### src/rtl/dvb_text_to_utf8_decoder_macros.svh
// Assertion macros used by the DVB text decoder RTL.
`ifndef DVB_TEXT_TO_UTF8_DECODER_MACROS_SVH
`define DVB_TEXT_TO_UTF8_DECODER_MACROS_SVH

`ifndef SYNTHESIS

// Check that a condition holds at every clock edge out of reset.
`define DVBU_ASSERT_ALWAYS(label, clk, rstn, expr, msg) \
    label: assert property (@(posedge clk) disable iff (!rstn) (expr)) else $error(msg);

// Check that a consequent follows an antecedent in the same cycle.
`define DVBU_ASSERT_IMPLIES(label, clk, rstn, ante, cons, msg) \
    label: assert property (@(posedge clk) disable iff (!rstn) (ante) |-> (cons)) \
        else $error(msg);

`else

`define DVBU_ASSERT_ALWAYS(label, clk, rstn, expr, msg)
`define DVBU_ASSERT_IMPLIES(label, clk, rstn, ante, cons, msg)

`endif

`endif

### src/rtl/dvbu_pkg.sv
// Types, table codes and character ROMs of the DVB text decoder.
`default_nettype none

package dvbu_pkg;

    // Character table codes
    localparam logic [1:0] MODE_PASS   = 2'd0;
    localparam logic [1:0] MODE_8859_5 = 2'd1;
    localparam logic [1:0] MODE_8859_9 = 2'd2;
    localparam logic [1:0] MODE_6937   = 2'd3;

    typedef logic [15:0] cp_t;

    // Code point handed from the front to the queue
    typedef struct packed {
        logic valid;
        cp_t  cp;
    } cp_push_t;

    // Queue status seen by both sides
    typedef struct packed {
        logic empty;
        logic full;
    } queue_stat_t;

    // Serializer status
    typedef struct packed {
        logic busy;
    } back_stat_t;

    // ISO 6937 range 0xA8-0xBA
    function automatic cp_t rom_a8(input logic [4:0] idx);
        cp_t r;
        case (idx)
            5'd0:    r = 16'h00A4;
            5'd1:    r = 16'h2018;
            5'd2:    r = 16'h201C;
            5'd3:    r = 16'h00AB;
            5'd4:    r = 16'h2190;
            5'd5:    r = 16'h2191;
            5'd6:    r = 16'h2192;
            5'd7:    r = 16'h2193;
            5'd8:    r = 16'h00B0;
            5'd9:    r = 16'h00B1;
            5'd10:   r = 16'h00B2;
            5'd11:   r = 16'h00B3;
            5'd12:   r = 16'h00D7;
            5'd13:   r = 16'h00B5;
            5'd14:   r = 16'h00B6;
            5'd15:   r = 16'h00B7;
            5'd16:   r = 16'h00F7;
            5'd17:   r = 16'h2019;
            5'd18:   r = 16'h201D;
            default: r = 16'h0000;
        endcase
        return r;
    endfunction

    // ISO 6937 range 0xD0-0xD7
    function automatic cp_t rom_d0(input logic [2:0] idx);
        cp_t r;
        case (idx)
            3'd0:    r = 16'h2014;
            3'd1:    r = 16'h00B9;
            3'd2:    r = 16'h00AE;
            3'd3:    r = 16'h00A9;
            3'd4:    r = 16'h2122;
            3'd5:    r = 16'h266A;
            3'd6:    r = 16'h00AC;
            3'd7:    r = 16'h00A6;
            default: r = 16'h0000;
        endcase
        return r;
    endfunction

    // ISO 6937 range 0xDC-0xFF
    function automatic cp_t rom_dc(input logic [5:0] idx);
        cp_t r;
        case (idx)
            6'd0:    r = 16'h215B;
            6'd1:    r = 16'h215C;
            6'd2:    r = 16'h215D;
            6'd3:    r = 16'h215E;
            6'd4:    r = 16'h2126;
            6'd5:    r = 16'h00C6;
            6'd6:    r = 16'h00D0;
            6'd7:    r = 16'h00AA;
            6'd8:    r = 16'h0126;
            6'd9:    r = 16'h00E5;
            6'd10:   r = 16'h0132;
            6'd11:   r = 16'h013F;
            6'd12:   r = 16'h0141;
            6'd13:   r = 16'h00D8;
            6'd14:   r = 16'h0152;
            6'd15:   r = 16'h00BA;
            6'd16:   r = 16'h00DE;
            6'd17:   r = 16'h0166;
            6'd18:   r = 16'h014A;
            6'd19:   r = 16'h0149;
            6'd20:   r = 16'h0138;
            6'd21:   r = 16'h00E6;
            6'd22:   r = 16'h0111;
            6'd23:   r = 16'h00F0;
            6'd24:   r = 16'h0127;
            6'd25:   r = 16'h0131;
            6'd26:   r = 16'h0133;
            6'd27:   r = 16'h0140;
            6'd28:   r = 16'h0142;
            6'd29:   r = 16'h00F8;
            6'd30:   r = 16'h0153;
            6'd31:   r = 16'h00DF;
            6'd32:   r = 16'h00FE;
            6'd33:   r = 16'h0167;
            6'd34:   r = 16'h014B;
            6'd35:   r = 16'h00AD;
            default: r = 16'h0000;
        endcase
        return r;
    endfunction

    // Translate one byte through the selected table
    function automatic cp_t map_byte(input logic [1:0] mode, input logic [7:0] b);
        cp_t r;
        logic [7:0] off;
        r   = {8'h00, b};
        off = 8'h00;
        case (mode)
            MODE_8859_5: begin
                if (b >= 8'hA1 && b != 8'hAD) begin
                    if (b == 8'hF0) begin
                        r = 16'h2116;
                    end else if (b == 8'hFD) begin
                        r = 16'h00A7;
                    end else begin
                        r = {8'h00, b} + 16'h0360;
                    end
                end
            end
            MODE_8859_9: begin
                case (b)
                    8'hD0:   r = 16'h011E;
                    8'hDD:   r = 16'h0130;
                    8'hDE:   r = 16'h015E;
                    8'hF0:   r = 16'h011F;
                    8'hFD:   r = 16'h0131;
                    8'hFE:   r = 16'h015F;
                    default: r = {8'h00, b};
                endcase
            end
            MODE_6937: begin
                if (b inside {[8'hA8:8'hBA]}) begin
                    off = b - 8'hA8;
                    r   = rom_a8(off[4:0]);
                end else if (b inside {[8'hD0:8'hD7]}) begin
                    r = rom_d0(b[2:0]);
                end else if (b >= 8'hDC) begin
                    off = b - 8'hDC;
                    r   = rom_dc(off[5:0]);
                end
            end
            default: r = {8'h00, b};
        endcase
        return r;
    endfunction

    // Apply a held diacritic to the following byte
    function automatic cp_t combine(input logic [3:0] d_lo, input logic [7:0] b);
        cp_t base;
        cp_t r;
        logic hit;
        hit  = 1'b1;
        base = 16'h0000;
        case (b & 8'hDF)
            8'h41:   base = 16'h00C0;
            8'h45:   base = 16'h00C8;
            8'h49:   base = 16'h00CC;
            8'h4F:   base = 16'h00D2;
            8'h55:   base = 16'h00D9;
            default: hit = 1'b0;
        endcase
        if (hit && d_lo >= 4'd1 && d_lo <= 4'd3) begin
            r = base + {12'h000, d_lo - 4'd1} + {8'h00, b & 8'h20};
        end else begin
            r = {8'h00, b};
        end
        return r;
    endfunction

    // Number of UTF-8 bytes for a code point
    function automatic logic [1:0] utf8_len(input cp_t cp);
        logic [1:0] n;
        if (cp < 16'h0080) begin
            n = 2'd1;
        end else if (cp < 16'h0800) begin
            n = 2'd2;
        end else begin
            n = 2'd3;
        end
        return n;
    endfunction

    // One byte of the UTF-8 encoding of a code point
    function automatic logic [7:0] utf8_byte(input cp_t cp, input logic [1:0] idx);
        logic [7:0] r;
        r = cp[7:0];
        case (utf8_len(cp))
            2'd2: begin
                r = (idx == 2'd0) ? {3'b110, cp[10:6]} : {2'b10, cp[5:0]};
            end
            2'd3: begin
                case (idx)
                    2'd0:    r = {4'b1110, cp[15:12]};
                    2'd1:    r = {2'b10, cp[11:6]};
                    default: r = {2'b10, cp[5:0]};
                endcase
            end
            default: r = cp[7:0];
        endcase
        return r;
    endfunction

endpackage

`default_nettype wire

### src/rtl/dvbu_queue.sv
// Short code point queue between the decoder front and the UTF-8 serializer.
`default_nettype none

module dvbu_queue
    import dvbu_pkg::*;
#(
    parameter int DEPTH = 2
) (
    input  wire logic        aclk,
    input  wire logic        aresetn,
    input  wire cp_push_t    push,
    input  wire logic        pop,
    output cp_t              head,
    output queue_stat_t      stat
);

    localparam int PTR_W = (DEPTH > 1) ? $clog2(DEPTH) : 1;
    localparam int CNT_W = $clog2(DEPTH + 1);
    localparam logic [PTR_W-1:0] PTR_LAST = PTR_W'(DEPTH - 1);
    localparam logic [CNT_W-1:0] CNT_FULL = CNT_W'(DEPTH);

    cp_t              mem_reg [DEPTH];
    logic [PTR_W-1:0] wr_ptr_reg, wr_ptr_next;
    logic [PTR_W-1:0] rd_ptr_reg, rd_ptr_next;
    logic [CNT_W-1:0] count_reg, count_next;
    logic             do_push;
    logic             do_pop;

    assign stat.empty = (count_reg == '0);
    assign stat.full  = (count_reg == CNT_FULL);
    assign head       = mem_reg[rd_ptr_reg];
    assign do_push    = push.valid && !stat.full;
    assign do_pop     = pop && !stat.empty;

    // Advance pointers and count
    always_comb begin
        wr_ptr_next = wr_ptr_reg;
        rd_ptr_next = rd_ptr_reg;
        count_next  = count_reg;
        if (do_push) begin
            wr_ptr_next = (wr_ptr_reg == PTR_LAST) ? '0 : wr_ptr_reg + 1'b1;
        end
        if (do_pop) begin
            rd_ptr_next = (rd_ptr_reg == PTR_LAST) ? '0 : rd_ptr_reg + 1'b1;
        end
        case ({do_push, do_pop})
            2'b10:   count_next = count_reg + 1'b1;
            2'b01:   count_next = count_reg - 1'b1;
            default: count_next = count_reg;
        endcase
    end

    always_ff @(posedge aclk) begin
        if (!aresetn) begin
            wr_ptr_reg <= '0;
            rd_ptr_reg <= '0;
            count_reg  <= '0;
        end else begin
            wr_ptr_reg <= wr_ptr_next;
            rd_ptr_reg <= rd_ptr_next;
            count_reg  <= count_next;
        end
    end

    // Store pushed code points
    always_ff @(posedge aclk) begin
        if (do_push) begin
            mem_reg[wr_ptr_reg] <= push.cp;
        end
    end

endmodule

`default_nettype wire

### src/rtl/dvbu_front.sv
// Input side: table selection, diacritic holding and code point lookup.
`default_nettype none

module dvbu_front
    import dvbu_pkg::*;
(
    input  wire logic        aclk,
    input  wire logic        aresetn,
    input  wire logic        s_tvalid,
    output logic             s_tready,
    input  wire logic [7:0]  s_tdata,   // [7:0] data_byte
    input  wire logic        s_tuser,   // [0] string_first
    input  wire logic        s_tlast,   // string_last
    input  wire queue_stat_t q_stat,
    output cp_push_t         push
);

    logic [1:0] mode_reg, mode_next;
    logic       held_valid_reg, held_valid_next;
    logic [3:0] held_lo_reg, held_lo_next;

    logic       accept;
    logic [1:0] new_mode;
    logic [1:0] mode_eff;
    logic       held_eff;
    logic       printable;
    logic       is_diac;
    logic       emit;
    logic       hold;
    cp_t        cp;

    assign s_tready = !q_stat.full;
    assign accept   = s_tvalid && s_tready;

    // Decode the table selector of a string's first byte
    always_comb begin
        if (s_tdata == 8'h01) begin
            new_mode = MODE_8859_5;
        end else if (s_tdata == 8'h05) begin
            new_mode = MODE_8859_9;
        end else if (s_tdata >= 8'h20) begin
            new_mode = MODE_6937;
        end else begin
            new_mode = MODE_PASS;
        end
    end

    assign mode_eff  = s_tuser ? new_mode : mode_reg;
    assign held_eff  = held_valid_reg && !s_tuser;
    assign printable = (s_tdata[6:5] != 2'b00);
    assign is_diac   = (mode_eff == MODE_6937) && (s_tdata[7:4] == 4'hC);
    assign hold      = !held_eff && is_diac && !s_tlast;
    assign emit      = held_eff || (printable && !hold);

    // Pick the code point for this item
    always_comb begin
        if (held_eff) begin
            if (s_tdata != 8'h00) begin
                cp = combine(held_lo_reg, s_tdata);
            end else begin
                cp = {8'h00, 4'hC, held_lo_reg};
            end
        end else if (is_diac) begin
            cp = {8'h00, s_tdata};
        end else begin
            cp = map_byte(mode_eff, s_tdata);
        end
    end

    assign push.valid = accept && emit;
    assign push.cp    = cp;

    // Update table and held diacritic on each accepted item
    always_comb begin
        mode_next       = mode_reg;
        held_valid_next = held_valid_reg;
        held_lo_next    = held_lo_reg;
        if (accept) begin
            mode_next       = mode_eff;
            held_valid_next = hold;
            if (hold) begin
                held_lo_next = s_tdata[3:0];
            end
        end
    end

    always_ff @(posedge aclk) begin
        if (!aresetn) begin
            mode_reg       <= MODE_PASS;
            held_valid_reg <= 1'b0;
        end else begin
            mode_reg       <= mode_next;
            held_valid_reg <= held_valid_next;
        end
    end

    always_ff @(posedge aclk) begin
        held_lo_reg <= held_lo_next;
    end

endmodule

`default_nettype wire

### src/rtl/dvbu_back.sv
// Output side: serialize queued code points into UTF-8 bytes.
`default_nettype none

module dvbu_back
    import dvbu_pkg::*;
(
    input  wire logic        aclk,
    input  wire logic        aresetn,
    input  wire cp_t         head,
    input  wire queue_stat_t q_stat,
    output logic             pop,
    output back_stat_t       stat,
    output logic             m_tvalid,
    input  wire logic        m_tready,
    output logic [7:0]       m_tdata,   // [7:0] utf8_byte
    output logic             m_tlast    // run_last
);

    logic       busy_reg, busy_next;
    cp_t        cp_reg, cp_next;
    logic [1:0] len_reg, len_next;
    logic [1:0] idx_reg, idx_next;
    logic       m_tvalid_reg, m_tvalid_next;
    logic [7:0] m_tdata_reg, m_tdata_next;
    logic       m_tlast_reg, m_tlast_next;
    logic       out_free;
    logic [1:0] head_len;

    assign out_free  = !m_tvalid_reg || m_tready;
    assign head_len  = utf8_len(head);
    assign stat.busy = busy_reg;
    assign m_tvalid  = m_tvalid_reg;
    assign m_tdata   = m_tdata_reg;
    assign m_tlast   = m_tlast_reg;

    // Load the output register from the current code point or the queue head
    always_comb begin
        busy_next     = busy_reg;
        cp_next       = cp_reg;
        len_next      = len_reg;
        idx_next      = idx_reg;
        m_tvalid_next = m_tvalid_reg;
        m_tdata_next  = m_tdata_reg;
        m_tlast_next  = m_tlast_reg;
        pop           = 1'b0;
        if (out_free) begin
            if (busy_reg) begin
                m_tvalid_next = 1'b1;
                m_tdata_next  = utf8_byte(cp_reg, idx_reg);
                m_tlast_next  = (idx_reg == len_reg - 2'd1);
                if (idx_reg == len_reg - 2'd1) begin
                    busy_next = 1'b0;
                end else begin
                    idx_next = idx_reg + 2'd1;
                end
            end else if (!q_stat.empty) begin
                pop           = 1'b1;
                m_tvalid_next = 1'b1;
                m_tdata_next  = utf8_byte(head, 2'd0);
                m_tlast_next  = (head_len == 2'd1);
                if (head_len != 2'd1) begin
                    busy_next = 1'b1;
                    cp_next   = head;
                    len_next  = head_len;
                    idx_next  = 2'd1;
                end
            end else begin
                m_tvalid_next = 1'b0;
            end
        end
    end

    always_ff @(posedge aclk) begin
        if (!aresetn) begin
            busy_reg     <= 1'b0;
            m_tvalid_reg <= 1'b0;
        end else begin
            busy_reg     <= busy_next;
            m_tvalid_reg <= m_tvalid_next;
        end
    end

    always_ff @(posedge aclk) begin
        cp_reg      <= cp_next;
        len_reg     <= len_next;
        idx_reg     <= idx_next;
        m_tdata_reg <= m_tdata_next;
        m_tlast_reg <= m_tlast_next;
    end

endmodule

`default_nettype wire

### src/rtl/dvb_text_to_utf8_decoder.sv
// DVB SI text to UTF-8 decoder. Each input item is one byte of a DVB text string; tuser marks
// the first byte of a string (it selects ISO 8859-5, ISO 8859-9, ISO 6937 or pass-through and
// is then decoded itself) and tlast marks its final byte. Each output item is one UTF-8 byte,
// with tlast on the last byte that an input byte produces. An input byte yields zero to three
// output bytes: control bytes are dropped and an ISO 6937 diacritic is held until the next
// byte. The front decodes a byte in the cycle it is accepted and pushes its code point into a
// QUEUE_DEPTH-entry queue (QUEUE_DEPTH of 2 or more); the UTF-8 serializer sends one byte per
// cycle while m_tready is high and so sets the sustained rate. Input is taken every cycle while
// the queue has room; the first output byte of an input byte passes through the queue and then
// the output register. There is no clearing pass after reset.
`default_nettype none

`include "dvb_text_to_utf8_decoder_macros.svh"

module dvb_text_to_utf8_decoder
    import dvbu_pkg::*;
#(
    parameter int QUEUE_DEPTH = 2
) (
    input  wire logic       aclk,
    input  wire logic       aresetn,
    input  wire logic       s_tvalid,
    output logic            s_tready,
    input  wire logic [7:0] s_tdata,   // [7:0] data_byte
    input  wire logic       s_tuser,   // [0] string_first
    input  wire logic       s_tlast,   // string_last
    output logic            m_tvalid,
    input  wire logic       m_tready,
    output logic [7:0]      m_tdata,   // [7:0] utf8_byte
    output logic            m_tlast    // run_last
);

    cp_push_t    push;
    queue_stat_t q_stat;
    back_stat_t  b_stat;
    cp_t         head;
    logic        pop;

    dvbu_front u_front (
        .aclk     (aclk),
        .aresetn  (aresetn),
        .s_tvalid (s_tvalid),
        .s_tready (s_tready),
        .s_tdata  (s_tdata),
        .s_tuser  (s_tuser),
        .s_tlast  (s_tlast),
        .q_stat   (q_stat),
        .push     (push)
    );

    dvbu_queue #(
        .DEPTH (QUEUE_DEPTH)
    ) u_queue (
        .aclk    (aclk),
        .aresetn (aresetn),
        .push    (push),
        .pop     (pop),
        .head    (head),
        .stat    (q_stat)
    );

    dvbu_back u_back (
        .aclk     (aclk),
        .aresetn  (aresetn),
        .head     (head),
        .q_stat   (q_stat),
        .pop      (pop),
        .stat     (b_stat),
        .m_tvalid (m_tvalid),
        .m_tready (m_tready),
        .m_tdata  (m_tdata),
        .m_tlast  (m_tlast)
    );

    // A multi-byte character in progress always has a byte on the output
    `DVBU_ASSERT_IMPLIES(a_busy_valid, aclk, aresetn, b_stat.busy, m_tvalid, "busy without output")

    // Queue never reports empty and full together
    `DVBU_ASSERT_ALWAYS(a_qstat, aclk, aresetn, !(q_stat.empty && q_stat.full), "empty and full")

    // A decoded character is never pushed into a full queue
    `DVBU_ASSERT_IMPLIES(a_no_push_full, aclk, aresetn, push.valid, !q_stat.full, "push when full")

endmodule

`default_nettype wire

### config.mk
export PLATFORM = sky130hd
export DESIGN_NAME = dvb_text_to_utf8_decoder
export DESIGN_NICKNAME = d
export VERILOG_FILES = /design/src/rtl/dvbu_pkg.sv /design/src/rtl/dvbu_queue.sv /design/src/rtl/dvbu_front.sv /design/src/rtl/dvbu_back.sv /design/src/rtl/dvb_text_to_utf8_decoder.sv
export VERILOG_INCLUDE_DIRS = /design/src /design/src/rtl
export SDC_FILE = /design/constraint.sdc
export NUM_CORES = 1
export LEC_CHECK = 0
export BUFFER_PORTS_ARGS = -buffer_cell sky130_fd_sc_hd__buf_2
export CORE_MARGIN = 2
export CORE_UTILIZATION = 25
export DETAILED_ROUTE_END_ITERATION = 10
export GPL_ROUTABILITY_DRIVEN = 1
export HOLD_SLACK_MARGIN = 0.15
export MAX_ROUTING_LAYER = met4
export SLEW_MARGIN = 15
export SYNTH_ARGS = -nofsm -noshare
export SYNTH_HDL_FRONTEND = slang
export SYNTH_SLANG_ARGS = --single-unit
### constraint.sdc
create_clock -name aclk -period 2.96 [get_ports aclk]
set_input_delay 0.592 -clock aclk [delete_from_list [all_inputs] [get_ports aclk]]
set_output_delay 0.592 -clock aclk [all_outputs]
set_load 0.05 [all_outputs]
* Word-level counts from Yosys, hierarchy flattened
Memory sizes are Yosys's and may differ from the RTL's. A register that Yosys moved wholly into a read port is not among the register bits.
Index checks and enable logic that the tools add are counted.
** Storage, ports and cells
- Input bits :: 14
- Register bits :: 42
- Memories :: 4
- Memory bits (read-only) :: 1056
- RAM bits :: 32
** Memories
- (no name shown) :: words 64, width 10, rd ports 1, clocked after memory_dff 0, write ports 0, RTL line dvbu_pkg.sv:79 : case (idx)
- (no name shown) :: words 32, width 10, rd ports 1, clocked after memory_dff 0, write ports 0, RTL line dvbu_pkg.sv:34 : case (idx)
- (no name shown) :: words 8, width 12, rd ports 1, clocked after memory_dff 0, write ports 0, RTL line dvbu_pkg.sv:62 : case (idx)
- u_queue.mem_reg :: words 2, width 16, rd ports 1, clocked after memory_dff 1, write ports 1, RTL line dvbu_queue.sv:22 : cp_t mem_reg [DEPTH];
** Cells by class
- $add $sub $neg :: 12
- Mux-type cells :: 58
- Bitwise gates (word level) :: 2
- Eq/ne operators :: 31
- Reduce and logical (&&, ||, !) cells :: 34
- Magnitude comparators :: 13
** Operators by type and width (number)
- two-way mux 16 bit :: 12
- one-hot mux 9 bit (6 select lines) :: 1
- == test 8 bit (second input constant) :: 6
- one-hot mux 16 bit (3 select lines) :: 1
- one-hot mux 8 bit (5 select lines) :: 1
- == test 7 x 6 -> 1 bit (second input constant) :: 5
- >= comparator 8 bit (second input constant) :: 4
- less-than comparator 16 x 12 -> 1 bit (second input constant) :: 2
- less-than comparator 16 x 8 -> 1 bit (second input constant) :: 2
- one-hot mux 8 bit (2 select lines) :: 2
- two-way mux 2 bit :: 15
- two-way mux 1 bit :: 21
- adder 16 x 4 -> 16 bit :: 1
- adder 16 x 6 -> 16 bit :: 1
- == test 2 bit (second input constant) :: 8
- less-or-equal comparator 8 bit (second input constant) :: 2
- two-way mux 8 bit :: 2
- logical AND 1 bit :: 14
- one-hot mux 7 bit (2 select lines) :: 1
- adder 8 x 10 -> 11 bit (second input constant) :: 1
- == test 2 x 1 -> 1 bit (second input constant) :: 4
- == test 8 x 1 -> 1 bit (second input constant) :: 1
- == test 8 x 3 -> 1 bit (second input constant) :: 1
- >= comparator 8 x 6 -> 1 bit (second input constant) :: 1
- other kinds (24) :: 41

* Depth between registers and ports, before layout
Gate-level depths: netlist (run 1).
- Depth after elaboration :: 16
- Depth in mapped cells :: 15
- Depth with buffers taken out :: 13

* Hierarchy
A second synthesis (run 1) with hierarchy kept.
** Unflattened totals
- Cells, all modules :: 639
- Area, all modules :: 5899.4 sq um
** Modules (own cells, without submodules)
- dvbu_front :: area each 2977.9 sq um, cells each 443, instances 1
- dvbu_back :: area each 1534.0 sq um, cells each 120, instances 1
- dvbu_queue :: area each 1387.6 sq um, cells each 76, instances 1

* Worst setup path after synthesis (run 1)
No wires, ideal clock.
- Kind :: input-to-reg
- Start point :: input s_tdata[1]
- End point :: memory u_queue.mem_reg[0][6] (netlist bit), data pin
- Setup time :: 262 ps
- Arrival time :: 2748 ps
- Path buffers :: 2
- Path slack :: -50 ps
- Stages on the path :: 15
- Cells stage by stage :: buf_2 > inv_1 > ha_1 > clkbuf_1 > and4b_1 > and2_1 > ha_1 > inv_1 > fa_1 > nor2b_1 > o21ai_0 > nand2b_1 > nand3_1 > o22ai_1 > nor2_1
** RTL lines
- start, declared :: RTL line dvb_text_to_utf8_decoder.sv:24 : input wire logic [7:0] s_tdata,
- end, declared :: RTL line dvbu_queue.sv:22

==> summary.txt, run 1 <==
Routed vias = 4985
Crit path cell chain = buf_2 -> buf_4 -> ha_1 -> xnor2_2 -> o311ai_0 -> a311oi_1 -> buf_4 -> nor3_1 -> o31ai_1 -> buf_4 -> a31oi_1
Xor/xnor share of the synthesized area = 2.818%
Final WL = 15610 µm
Vias per cell = 5.123
Multi-input gate area = 0.003148 mm²
Sequential Power Share = 35.0%
All-layer global routing usage = 14.94%
Router iterations before antenna repair = 5
Pint = 2.705 mW
Residual DRC = 0
NetSw = 1.597 mW
Max rail drop VDD = 0.3095 mV
Sw Share = 37.13%
Tmin final = 2.848 ns
Port bufs = 24
Simple logic cell fraction of the synthesized area = 19.51%
Post-Synth Adder-Cell Area = 6.590%
Gr ovfl total = 0
Post-synthesis cell count = 602
RSZ-0062 raised after global routing = no
Post-synthesis sequential area ratio = 34.19%
Clock Pin Slew Worst Setup and Hold Paths = 0.05 ns
Post-synth cell types = 81
Worst-Skew Late Latency = 0.32 ns
Fmax = 0.3511 GHz
Layout cells sized above 1 = 24.61%
Syn avg cell area = 8.704 µm²
Req. time, crit path = 3.00 ns
Layout Area Growth over Synthesis = 25.67%
Starting density of the core = 25.65%
Worst Setup Start Kind = input port
R2R cell count = 11
Least-Margin Pin Slew = 0.8535 ns
GP Congestion = 0.9718
ANT cells = 0
Number of flip-flops in the largest register = 24
Critical path launch point = s_tdata[2]
DR WL/cell = 16.05 µm
Post-DRT Antenna Nets = 0
Final Core Density = 32.23%
CTS tree = built
Endpoints failing hold = 0
Slowest stage cell, crit path = a311oi_1
Critical path's largest stage delay = 0.40 ns
Leakage = 2.553 nW
Slew Limit Fails = 0
CP Class = in2reg
Final period util = 96.23%
Most frequent CP cell = buf_4
Power, Total = 4.302 mW
Clock network power share = 25.5%
Final Setup Violations = 0
Post-synth top flop = edfxtp_1
Post-CTS Setup Bufs = 0
Register area = 0.001792 mm²
Vias in the first global route = 4980
Initial antenna violation count = 0
Crit path buffers/inverters = 4
R2r endpoint = u_queue.mem_reg[0][5]$_DFFE_PP_
CTS Buffer Depth = 2
CTS Sinks = 63
Post-synth EDFFs = 53
Htree depth = 3
Critical path's top delay family = compound AO/OA/AOI/OAI gates
First-pass GRT wire length = 25590 µm
Gate power share = 39.5%
Critical Path End = u_queue.mem_reg[1][7]$_DFFE_PP_
Core Region = 0.02043 mm²
Max Cap Violations = 0
Die height = 148.8 µm
CTS Buf Count = 9
CTS root buffer = clkbuf_16
#FFs+latches synth = 63
Status = finished clean
Post-synthesis mux area share = 5.492%
Largest net degree at the start of global routing = 47
Standard-cell row count = 52
Dpl hpwl = 12340 µm
Largest family of logic cells by synthesized area = compound AO/OA/AOI/OAI gates
Crit Path Max Fanout = 7
CP arrival = 2.89 ns
Worst reg2reg setup slack = 0.51 ns
Clk_skew = 0.01376 ns
Die footprint = 0.02213 mm²
YS warnings = 0
R2R Path Start = u_front.held_lo_reg[0]$_DFFE_PP_
Slew headroom = 43.02%
Chip Width = 148.8 µm
Hold Crit Class = reg2reg
1st-iter DRT viols = 400
Async set-or-reset flop fraction in the synthesized netlist = 0%
Mapped Area = 0.005240 mm²
Cell Pwr Density = 653.2 mW/mm²
Layout fillers = 2164
Worst path depth = 11
Ports = 25
Compound-Gate Fraction of Synth Area = 25.53%
Critical path endpoint category = register
Nets = 739
Synth Net Count = 643
## synthesized netlist by cell type, drive strengths merged (4+ instances only)
cell / number / area share (%)
nor2b: 15 / 1.8
xor2: 7 / 1.2
nand3: 15 / 1.4
nor2: 44 / 3.2
xnor2: 9 / 1.6
o311ai: 5 / 0.84
a211oi: 14 / 2.0
ha: 26 / 6.2
o211ai: 9 / 1.3
mux2i: 10 / 2.0
and3: 8 / 0.96
and2: 10 / 1.2
o22ai: 12 / 1.4
a221oi: 11 / 1.8
nor3: 12 / 1.2
mux2: 14 / 3.1
clkbuf: 22 / 1.8
or3: 4 / 0.48
a21oi: 44 / 4.3
o2111ai: 4 / 0.67
o21ai: 45 / 4.4
nand2b: 12 / 1.6
o311a: 4 / 0.79
a31oi: 13 / 1.6
edfxtp: 53 / 30
nand2: 59 / 4.3
o31ai: 8 / 1.1
dfxtp: 10 / 3.8
nor4: 8 / 1.2
inv: 25 / 1.8
buf: 21 / 2.3
o221ai: 4 / 0.67
## layout make-up
cell class | instances | area share [%]
multi-input combinational | 471 | 47.81
sequential | 63 | 27.21
inverter | 25 | 1.425
tap | 270 | 5.130
clock buffer | 9 | 3.420
clock inverter | 7 | 1.330
timing repair buffer | 128 | 13.68
## worst min path at each step
stage                                                  from                           endpoint  slack, ns  cells past startpoint
after floorplan           u_queue.count_reg[1]$_SDFFE_PN0P_  u_queue.count_reg[1]$_SDFFE_PN0P_       0.50                      2
after CTS                 u_queue.count_reg[1]$_SDFFE_PN0P_  u_queue.count_reg[1]$_SDFFE_PN0P_       0.56                      2
final                     u_queue.count_reg[1]$_SDFFE_PN0P_  u_queue.count_reg[1]$_SDFFE_PN0P_       0.55                      2
after global placement    u_queue.count_reg[1]$_SDFFE_PN0P_  u_queue.count_reg[1]$_SDFFE_PN0P_       0.54                      2
after global routing                                aresetn    u_queue.wr_ptr_reg$_SDFFE_PN0P_       0.59                      2
after detailed placement  u_queue.count_reg[1]$_SDFFE_PN0P_  u_queue.count_reg[1]$_SDFFE_PN0P_       0.56                      2
## logic make-up after synthesis
group           Yosys count
buf+inv                  68
fa+ha+maj                27
flops                    63
compound gates          201
simple gates            202
xor+xnor                 16
mux                      25
## tightest hold or removal path, delay by kind of cell (launching register included)
| kind | cells | cell delay, ns |
|---|---|---|
| AO/OA/AOI/OAI | 2 | 0.15 |
| flip-flops | 1 | 0.35 |
## placed cells by master (no fill, tap or decap), types with 4 or more instances in the layout
cell,n
a211oi_1,14
a21oi_1,43
a221oi_1,11
a31oi_1,13
and2_1,9
and3_1,8
buf_2,24
buf_4,104
clkbuf_16,9
dfxtp_1,10
edfxtp_1,53
ha_1,25
inv_1,24
mux2_2,13
mux2i_1,9
nand2_1,58
nand2b_1,11
nand3_1,15
nor2_1,44
nor2b_1,15
nor3_1,10
nor4_1,7
o2111ai_1,4
o211ai_1,9
o21ai_0,44
o221ai_1,4
o22ai_1,12
o311ai_0,4
o31ai_1,8
or3_1,4
xnor2_1,8
xor2_1,7
## timing repair
| item | in CTS | in global routing |
|---|---|---|
| endpoints found under the setup margin | 0 | 4 |
| endpoints found under the hold margin | 0 | 0 |
| resized for setup | 0 | 1 |
| hold buffers | 0 | 0 |
## power groups by stage
stage	logic [mW]	clock network (mW)	registers [mW]
after global placement	1.69	0	1.52
after detailed placement	1.70	0	1.53
after CTS	1.71	1.12	1.51
final	1.70	1.10	1.51
after floorplan	1.04	0	1.67
after global routing	1.88	1.17	1.54
## layer usage
| layer | up-vias | track usage, % | part of all wire [%] |
|---|---|---|---|
| li1 | 2486 | - | - |
| met1 | 2320 | 19.58 | 48 |
| met2 | 153 | 23.75 | 46 |
| met4 | 0 | 4.286 | 1.8 |
| met5 | - | - | 0 |
| met3 | 26 | 2.691 | 4.2 |
## per-stage QoR
step,TNS [ns],std cells,hold WS (ns),cell area [µm²],setup slack [ns]
finish,0,973,0.5524,6585,0.1116
CTS,0,973,0.5587,6583,0.1740
detailed placement,-1.198,957,0.5560,6270,-0.1673
floorplan,0,602,0.5032,5241,0.01836
global placement,-1.126,957,0.5379,6270,-0.1883
global route,0,973,0.5865,6585,0.001974
No activity file was read; power rests on OpenSTA's default activity.
==> run 2: changes to the inputs <==
--- a/config.mk
+++ b/config.mk
@@ -9,11 +9,14 @@
 export BUFFER_PORTS_ARGS = -buffer_cell sky130_fd_sc_hd__buf_2
 export CORE_MARGIN = 2
 export CORE_UTILIZATION = 25
+export CTS_CLUSTER_DIAMETER = 120
 export DETAILED_ROUTE_END_ITERATION = 10
 export GPL_ROUTABILITY_DRIVEN = 1
+export GPL_TIMING_DRIVEN = 0
 export HOLD_SLACK_MARGIN = 0.15
 export MAX_ROUTING_LAYER = met4
 export SLEW_MARGIN = 15
 export SYNTH_ARGS = -nofsm -noshare
 export SYNTH_HDL_FRONTEND = slang
+export SYNTH_HIERARCHICAL = 1
 export SYNTH_SLANG_ARGS = --single-unit
==> run 2 against run 1 <==
  * Via count increased by 5.9%
  * Sequential power rose by 12%
  * Register-to-register slack worse by 0.31 ns
  * Highest routed layer unchanged
  * Largest power group unchanged
  * Routed wire length increased by 13%
  * Non-clock buffer count shrank 49
  * Fmax fell by 3.2%
==> summary.txt, run 2 <==
Status = finished clean (unchanged)
Die height = 157.6 µm (was 148.8 µm)
Final WL = 17630 µm (was 15610 µm)
Req. time, crit path = 3.03 ns (was 3.00 ns)
Tmin final = 2.942 ns (was 2.848 ns)
Post-synthesis cell count = 639 (was 602)
First-pass GRT wire length = 27460 µm (was 25590 µm)
Setup TNS = 0 ns (unchanged)
CTS tree = built (unchanged)
#FFs+latches synth = 75 (was 63)
Starting density of the core = 25.28% (was 25.65%)
Final period util = 99.39% (was 96.23%)
Mapped Area = 0.005899 mm² (was 0.005240 mm²)
NetSw = 1.721 mW (was 1.597 mW)
Post-synth EDFFs = 65 (was 53)
Syn avg cell area = 9.232 µm² (was 8.704 µm²)
Design Area, Final = 0.007073 mm² (was 0.006585 mm²)
Router iterations before antenna repair = 7 (was 5)
RSZ-0062 raised after global routing = yes (was no)
Gate power share = 39.1% (was 39.5%)
Htree depth = 3 (unchanged)
Leading area contributor after synthesis = edfxtp_1 (unchanged)
Worst Setup Start Kind = input port (unchanged)
Clk_skew = 0.007983 ns (was 0.01376 ns)
Slew Limit Fails = 0 (unchanged)
Async set-or-reset flop fraction in the synthesized netlist = 0% (unchanged)
Vias per cell = 5.226 (was 5.123)
Final Worst Setup Slack = 0.01797 ns (was 0.1116 ns)
GR Layer Usage met3 = 2.874% (was 2.691%)
Layout cells sized above 1 = 23.01% (was 24.61%)
Synth area leaders = edfxtp_1 33%, ha_1 5.9%, a21oi_1 3.8%, dfxtp_1 3.4%, mux2_2 3.2% (was edfxtp_1 30%, ha_1 6.2%, o21ai_0 4.2%, nand2_1 4.2%, a21oi_1 4.1%)
Pre-CTS setup slack = -0.8426 ns (was -0.1673 ns)
Vias in the first global route = 4988 (was 4980)
CP Class = in2reg (unchanged)
Worst-Skew Late Latency = 0.34 ns (was 0.32 ns)
Clock network power share = 23.4% (was 25.5%)
Sw Share = 38.09% (was 37.13%)
Synth top area share = 33.09% (was 30.37%)
Endpoints failing hold = 0 (unchanged)
YS warnings = 6 (was 0)
Post-DRT Antenna Nets = 0 (unchanged)
Crit Path Max Fanout = 10 (was 7)
Post-synth top cells = 65 x edfxtp_1, 50 x nand2_1, 45 x a21oi_1 (was 58 x nand2_1, 53 x edfxtp_1, 44 x nor2_1, 44 x o21ai_0, 43 x a21oi_1)
GRT met2 Usage = 23.08% (was 23.75%)
Routed vias = 5278 (was 4985)
Core Region = 0.02333 mm² (was 0.02043 mm²)
Post-synthesis sequential area ratio = 36.48% (was 34.19%)
Clock Pin Slew Worst Setup and Hold Paths = 0.06 ns (was 0.05 ns)
Pint = 2.798 mW (was 2.705 mW)
Final Setup Violations = 0 (unchanged)
Chip Width = 157.6 µm (was 148.8 µm)
Most common cell after layout, fill and taps aside = edfxtp_1 (was buf_4)
Port bufs = 24 (unchanged)
Fmax = 0.3399 GHz (was 0.3511 GHz)
CTS Sinks = 75 (was 63)
Critical path endpoint category = register (unchanged)
DR WL/cell = 17.45 µm (was 16.05 µm)
Post-synth top flop = edfxtp_1 (unchanged)
Layout fillers = 2480 (was 2164)
CP arrival = 3.01 ns (was 2.89 ns)
Post-synth cell types = 91 (was 81)
Slew headroom = 45.72% (was 43.02%)
Nets = 729 (was 739)
Max rail drop VDD = 0.3749 mV (was 0.3095 mV)
Commonest cells after routing, fill and taps aside = 65 x edfxtp_1, 49 x nand2_1, 43 x a21oi_1, 40 x nor2_1, 34 x o21ai_0 (was 104 x buf_4, 58 x nand2_1, 53 x edfxtp_1, 44 x nor2_1, 44 x o21ai_0)
Initial antenna violation count = 0 (unchanged)
Largest net degree at the start of global routing = 19 (was 47)
Top-count cell post-synth = edfxtp_1 (was nand2_1)
All-layer global routing usage = 14.64% (was 14.94%)
Number of flip-flops in the largest register = 32 (was 24)
1st-iter DRT viols = 388 (was 400)
Gr ovfl total = 0 (unchanged)
GP Congestion = 0.9739 (was 0.9718)
GR Util met1 = 18.91% (was 19.58%)
Post-DP Area = 0.006489 mm² (was 0.006270 mm²)
Busiest grt layer = met2 (unchanged)
Least-Margin Pin Slew = 0.8084 ns (was 0.8535 ns)
Residual DRC = 0 (unchanged)
Die footprint = 0.02484 mm² (was 0.02213 mm²)
Cell Pwr Density = 638.8 mW/mm² (was 653.2 mW/mm²)
Standard-cell row count = 56 (was 52)
CTS Buffer Depth = 2 (unchanged)
Leakage = 2.550 nW (was 2.553 nW)
Layout Area Growth over Synthesis = 19.89% (was 25.67%)
CTS Buf Count = 9 (unchanged)
Ports = 25 (unchanged)
CTS root buffer = clkbuf_16 (unchanged)
ANT cells = 0 (unchanged)
Sequential Power Share = 37.5% (was 35.0%)
Max Cap Violations = 0 (unchanged)
Dpl hpwl = 12980 µm (was 12340 µm)
Hold Crit Class = in2reg (was reg2reg)
-- run 2: what timing repair did --
item / CTS / global route
gates resized for setup: 24 / 34
hold buffers: 0 / 0
hold endpoints to repair: 0 / 0
setup buffers: 9 / 4
pin swaps: 8 / 10
setup endpoints to repair: 40 / 73
-- run 2: stage by stage --
stage          hold slack [ns]  power, mW  util (%)  instances
2_1_floorplan           0.4570      2.964         -        642
5_1_grt                 0.4673      4.771     30.31       1010
6_report                0.4712      4.519     30.31       1010
4_1_cts                 0.4821      4.516     29.82       1009
3_5_place_dp            0.4753      3.394     27.81        985
3_3_place_gp            0.4654      3.383     27.81        985
-- run 2: path summary, 6_finish.rpt --
kind	start	endpoint	slack (ns)	cells after the start
worst max-delay path	s_tdata[3]	u_queue/mem_reg[0][6]$_DFFE_PP_	0.02	12
worst min-delay path	s_tdata[3]	u_front/held_lo_reg[3]$_DFFE_PP_	0.47	1
worst max register to register	register	u_back/m_tdata[0]$_DFFE_PP_	0.20	7
worst min register to register	u_queue/wr_ptr_reg$_SDFFE_PN0N_	u_queue/wr_ptr_reg$_SDFFE_PN0N_	0.49	2
-- run 2: critical path, cell delays in order --
cell and delay (ns):
buf_6 0.11, clkbuf_8 0.13, buf_12 0.14, clkinvlp_4 0.12, ha_4 0.15, or4b_4 0.46, o211ai_2 0.19, a21boi_4 0.31
nand2_2 0.08, a211o_1 0.27, a221oi_1 0.33, nor2_1 0.13
-- run 2: kinds of logic (layout without fill, tap and decap cells) --
family	after synthesis	count (layout)	share of synthesized area, %
AND/OR/NAND/NOR	210	210	19.43
other	1	4	0.06357
XOR/XNOR	13	13	2.057
adder cells (fa/ha/maj)	30	30	6.448
AO/OA/AOI/OAI	201	201	23.52
buffers and inverters	77	126	5.663
multiplexers	32	32	6.341
flip-flops	75	75	36.48
-- run 2: area by class of cell --
type	count	area (µm²)	area share, %
buffer	42	251.5	3.556
clock buffer	11	254.0	3.591
clock inverter	5	35.03	0.4953
inverter	31	130.1	1.840
multi-input combinational	490	3607	51.00
sequential	75	2152	30.43
tap	319	399.1	5.643
timing repair buffer	37	244.0	3.449
-- run 2: metal layers --
layer  vias to the layer above  part of all wire [%]
li1                       2492                     -
met1                      2520                    45
met2                       231                    46
met3                        35                   6.4
met4                         0                   2.6
met5                         -                     0
-- run 2: power groups by stage --
stage	sequential [mW]	clock, mW	combinational [mW]
after floorplan	1.89	0	1.08
final	1.69	1.06	1.77
after detailed placement	1.72	0	1.68
after global placement	1.71	0	1.67
after CTS	1.70	1.09	1.73
after global routing	1.72	1.12	1.93
==> run 3: changes to the inputs <==
--- a/config.mk
+++ b/config.mk
@@ -7,6 +7,8 @@
 export NUM_CORES = 1
 export LEC_CHECK = 0
 export BUFFER_PORTS_ARGS = -buffer_cell sky130_fd_sc_hd__buf_2
+export CELL_PAD_IN_SITES_DETAIL_PLACEMENT = 1
+export CELL_PAD_IN_SITES_GLOBAL_PLACEMENT = 2
 export CORE_MARGIN = 2
 export CORE_UTILIZATION = 25
 export CTS_CLUSTER_DIAMETER = 120
@@ -15,6 +17,7 @@
 export GPL_TIMING_DRIVEN = 0
 export HOLD_SLACK_MARGIN = 0.15
 export MAX_ROUTING_LAYER = met4
+export PLACE_DENSITY_LB_ADDON = 0.1
 export SLEW_MARGIN = 15
 export SYNTH_ARGS = -nofsm -noshare
 export SYNTH_HDL_FRONTEND = slang
==> run 3 against run 2 <==
  * Hold slack worse by 0.0050 ns
  * Final cell count increased by 1.8%
  * Worst setup slack improved by 0.038 ns
  * First-iteration DRC count decreased by 32%
  * Die area is the same
  * Clock power shrank 7%
==> summary.txt, run 3 (synthesized netlist as in run 2, its figures left out) <==
Vias in the first global route = 5520 (was 4988)
Status = finished clean (unchanged)
Placed cell count = 985 (unchanged)
ANT cells = 0 (unchanged)
Most common cell after layout, fill and taps aside = edfxtp_1 (unchanged)
Largest net degree at the start of global routing = 19 (unchanged)
Die footprint = 0.02484 mm² (unchanged)
Clk_skew = 0.009885 ns (was 0.007983 ns)
Chip Width = 157.6 µm (unchanged)
Hold Crit Class = in2reg (unchanged)
Post-DRT Antenna Nets = 0 (unchanged)
Router iterations before antenna repair = 5 (was 7)
Layout Area Growth over Synthesis = 24.92% (was 19.89%)
Slew headroom = 50.43% (was 45.72%)
# hold bufs at CTS = 0 (unchanged)
Number of flip-flops in the largest register = 32 (unchanged)
Dpl hpwl = 16470 µm (was 12980 µm)
Final WL = 21580 µm (was 17630 µm)
Commonest cells after routing, fill and taps aside = 65 x edfxtp_1, 49 x nand2_1, 41 x a21oi_1, 40 x buf_4, 39 x nor2_1 (was 65 x edfxtp_1, 49 x nand2_1, 43 x a21oi_1, 40 x nor2_1, 34 x o21ai_0)
Least-Margin Pin Slew = 0.7408 ns (was 0.8084 ns)
Vias per cell = 5.241 (was 5.226)
Req. time, crit path = 3.01 ns (was 3.03 ns)
CTS root buffer = clkbuf_16 (unchanged)
Gr ovfl total = 0 (unchanged)
All-layer global routing usage = 18.27% (was 14.64%)
Final Setup Violations = 0 (unchanged)
Non-filler cells, final = 1028 (was 1010)
Leakage = 2.650 nW (was 2.550 nW)
DR WL/cell = 20.99 µm (was 17.45 µm)
Initial antenna violation count = 0 (unchanged)
Crit Path Max Fanout = 11 (was 10)
Standard-cell row count = 56 (unchanged)
Final Worst Setup Slack = 0.05635 ns (was 0.01797 ns)
CTS tree = built (unchanged)
Setup TNS = 0 ns (unchanged)
Routed vias = 5388 (was 5278)
Layout fillers = 2680 (was 2480)
RSZ-0062 raised after global routing = yes (unchanged)
Power, Total = 4.556 mW (was 4.519 mW)
Design Area, Final = 0.007370 mm² (was 0.007073 mm²)
1st-iter DRT viols = 265 (was 388)
Die height = 157.6 µm (unchanged)
Tmin final = 2.904 ns (was 2.942 ns)
Worst-Skew Late Latency = 0.33 ns (was 0.34 ns)
CTS Buf Count = 9 (unchanged)
Post-DP Area = 0.006495 mm² (was 0.006489 mm²)
CTS Buffer Depth = 2 (unchanged)
Port bufs = 24 (unchanged)
Worst Setup Start Kind = input port (unchanged)
Layout cells sized above 1 = 28.49% (was 23.01%)
Max Cap Violations = 0 (unchanged)
Ports = 25 (unchanged)
CTS Sinks = 75 (unchanged)
Htree depth = 3 (unchanged)
Endpoints failing hold = 0 (unchanged)
Cell Pwr Density = 618.2 mW/mm² (was 638.8 mW/mm²)
CP arrival = 2.96 ns (was 3.01 ns)
GP Congestion = 0.8602 (was 0.9739)
Critical path endpoint category = register (unchanged)
First-pass GRT wire length = 33020 µm (was 27460 µm)
Nets = 747 (was 729)
Max rail drop VDD = 0.2794 mV (was 0.3749 mV)
Final period util = 98.10% (was 99.39%)
Core Region = 0.02333 mm² (unchanged)
Starting density of the core = 25.28% (unchanged)
Pre-CTS setup slack = -1.054 ns (was -0.8426 ns)
Clock Pin Slew Worst Setup and Hold Paths = 0.06 ns (about the same)
CP Class = in2reg (unchanged)
Fmax = 0.3444 GHz (was 0.3399 GHz)
Slew Limit Fails = 0 (unchanged)
Residual DRC = 0 (unchanged)
==> run 3: cell types whose count changed in the layout (fill, tap and decap cells not counted), moves of 3 or more <==
| cell | previous run | this run |
|---|---|---|
| a221oi_2 | 0 | 3 |
| o311ai_0 | 6 | 3 |
| a221oi_1 | 7 | 4 |
| clkbuf_4 | 0 | 3 |
| nor3_1 | 17 | 14 |
| o311ai_1 | 0 | 3 |
| ha_4 | 4 | 7 |
| buf_4 | 21 | 40 |
| nor3_2 | 0 | 3 |
==> run 3: final timing paths <==
path                                                      start                          endpoint  slack, ns  cells past startpoint
worst max-delay path                                 s_tdata[0]   u_queue/mem_reg[0][4]$_DFFE_PP_       0.06                     11
worst min-delay path                                 s_tdata[3]  u_front/held_lo_reg[3]$_DFFE_PP_       0.47                      1
worst max register to register                         register       u_back/cp_reg[12]$_DFFE_PP_       0.30                      6
worst min register to register  u_queue/wr_ptr_reg$_SDFFE_PN0N_   u_queue/wr_ptr_reg$_SDFFE_PN0N_       0.49                      2
==> run 3: cell type report <==
type,count,area [µm²],area share [%]
inverters,31,142.6,1.935
clock inverters,5,30.03,0.4075
well taps,319,399.1,5.416
multi-input cells,490,3762,51.05
flip-flops and latches,75,2152,29.20
plain buffers,41,246.5,3.345
repair buffers,56,404.1,5.484
clock buffers,11,232.7,3.158
==> run 3: repair_timing <==
item,in CTS,in global routing
buffers inserted,20,12
endpoints found under the setup margin,75,75
pin swaps,22,20
resized for setup,51,49
==> run 3: power breakdown <==
group          switching (mW)  internal [mW]  leakage (nW)
Combinational            1.20          0.669          1.84
Clock                   0.419          0.565         0.134
Sequential              0.152           1.55         0.678
==> run 3: per-layer routing <==
metal	vias up	wire, µm	GRT usage [%]
met5	-	0	-
met4	0	623	5.887
met3	36	700	3.312
met2	114	11080	32.40
met1	2696	9177	20.87
li1	2542	-	-
==> run 3: worst max-delay path, stage by stage <==
cell        delay [ns]
buf_4             0.21
clkinvlp_4        0.17
buf_4             0.19
ha_1              0.24
nor2_4            0.15
inv_1             0.05
mux4_2            0.47
a211oi_2          0.25
nor4b_1           0.10
a311oi_2          0.38
o22ai_2           0.14
==> run 3: stage by stage <==
step	utilization, %	hold slack, ns
after floorplan	-	0.4570
after global placement	27.81	0.4661
after detailed placement	27.84	0.4826
after CTS	30.54	0.4832
after global routing	31.59	0.4577
final	31.59	0.4663
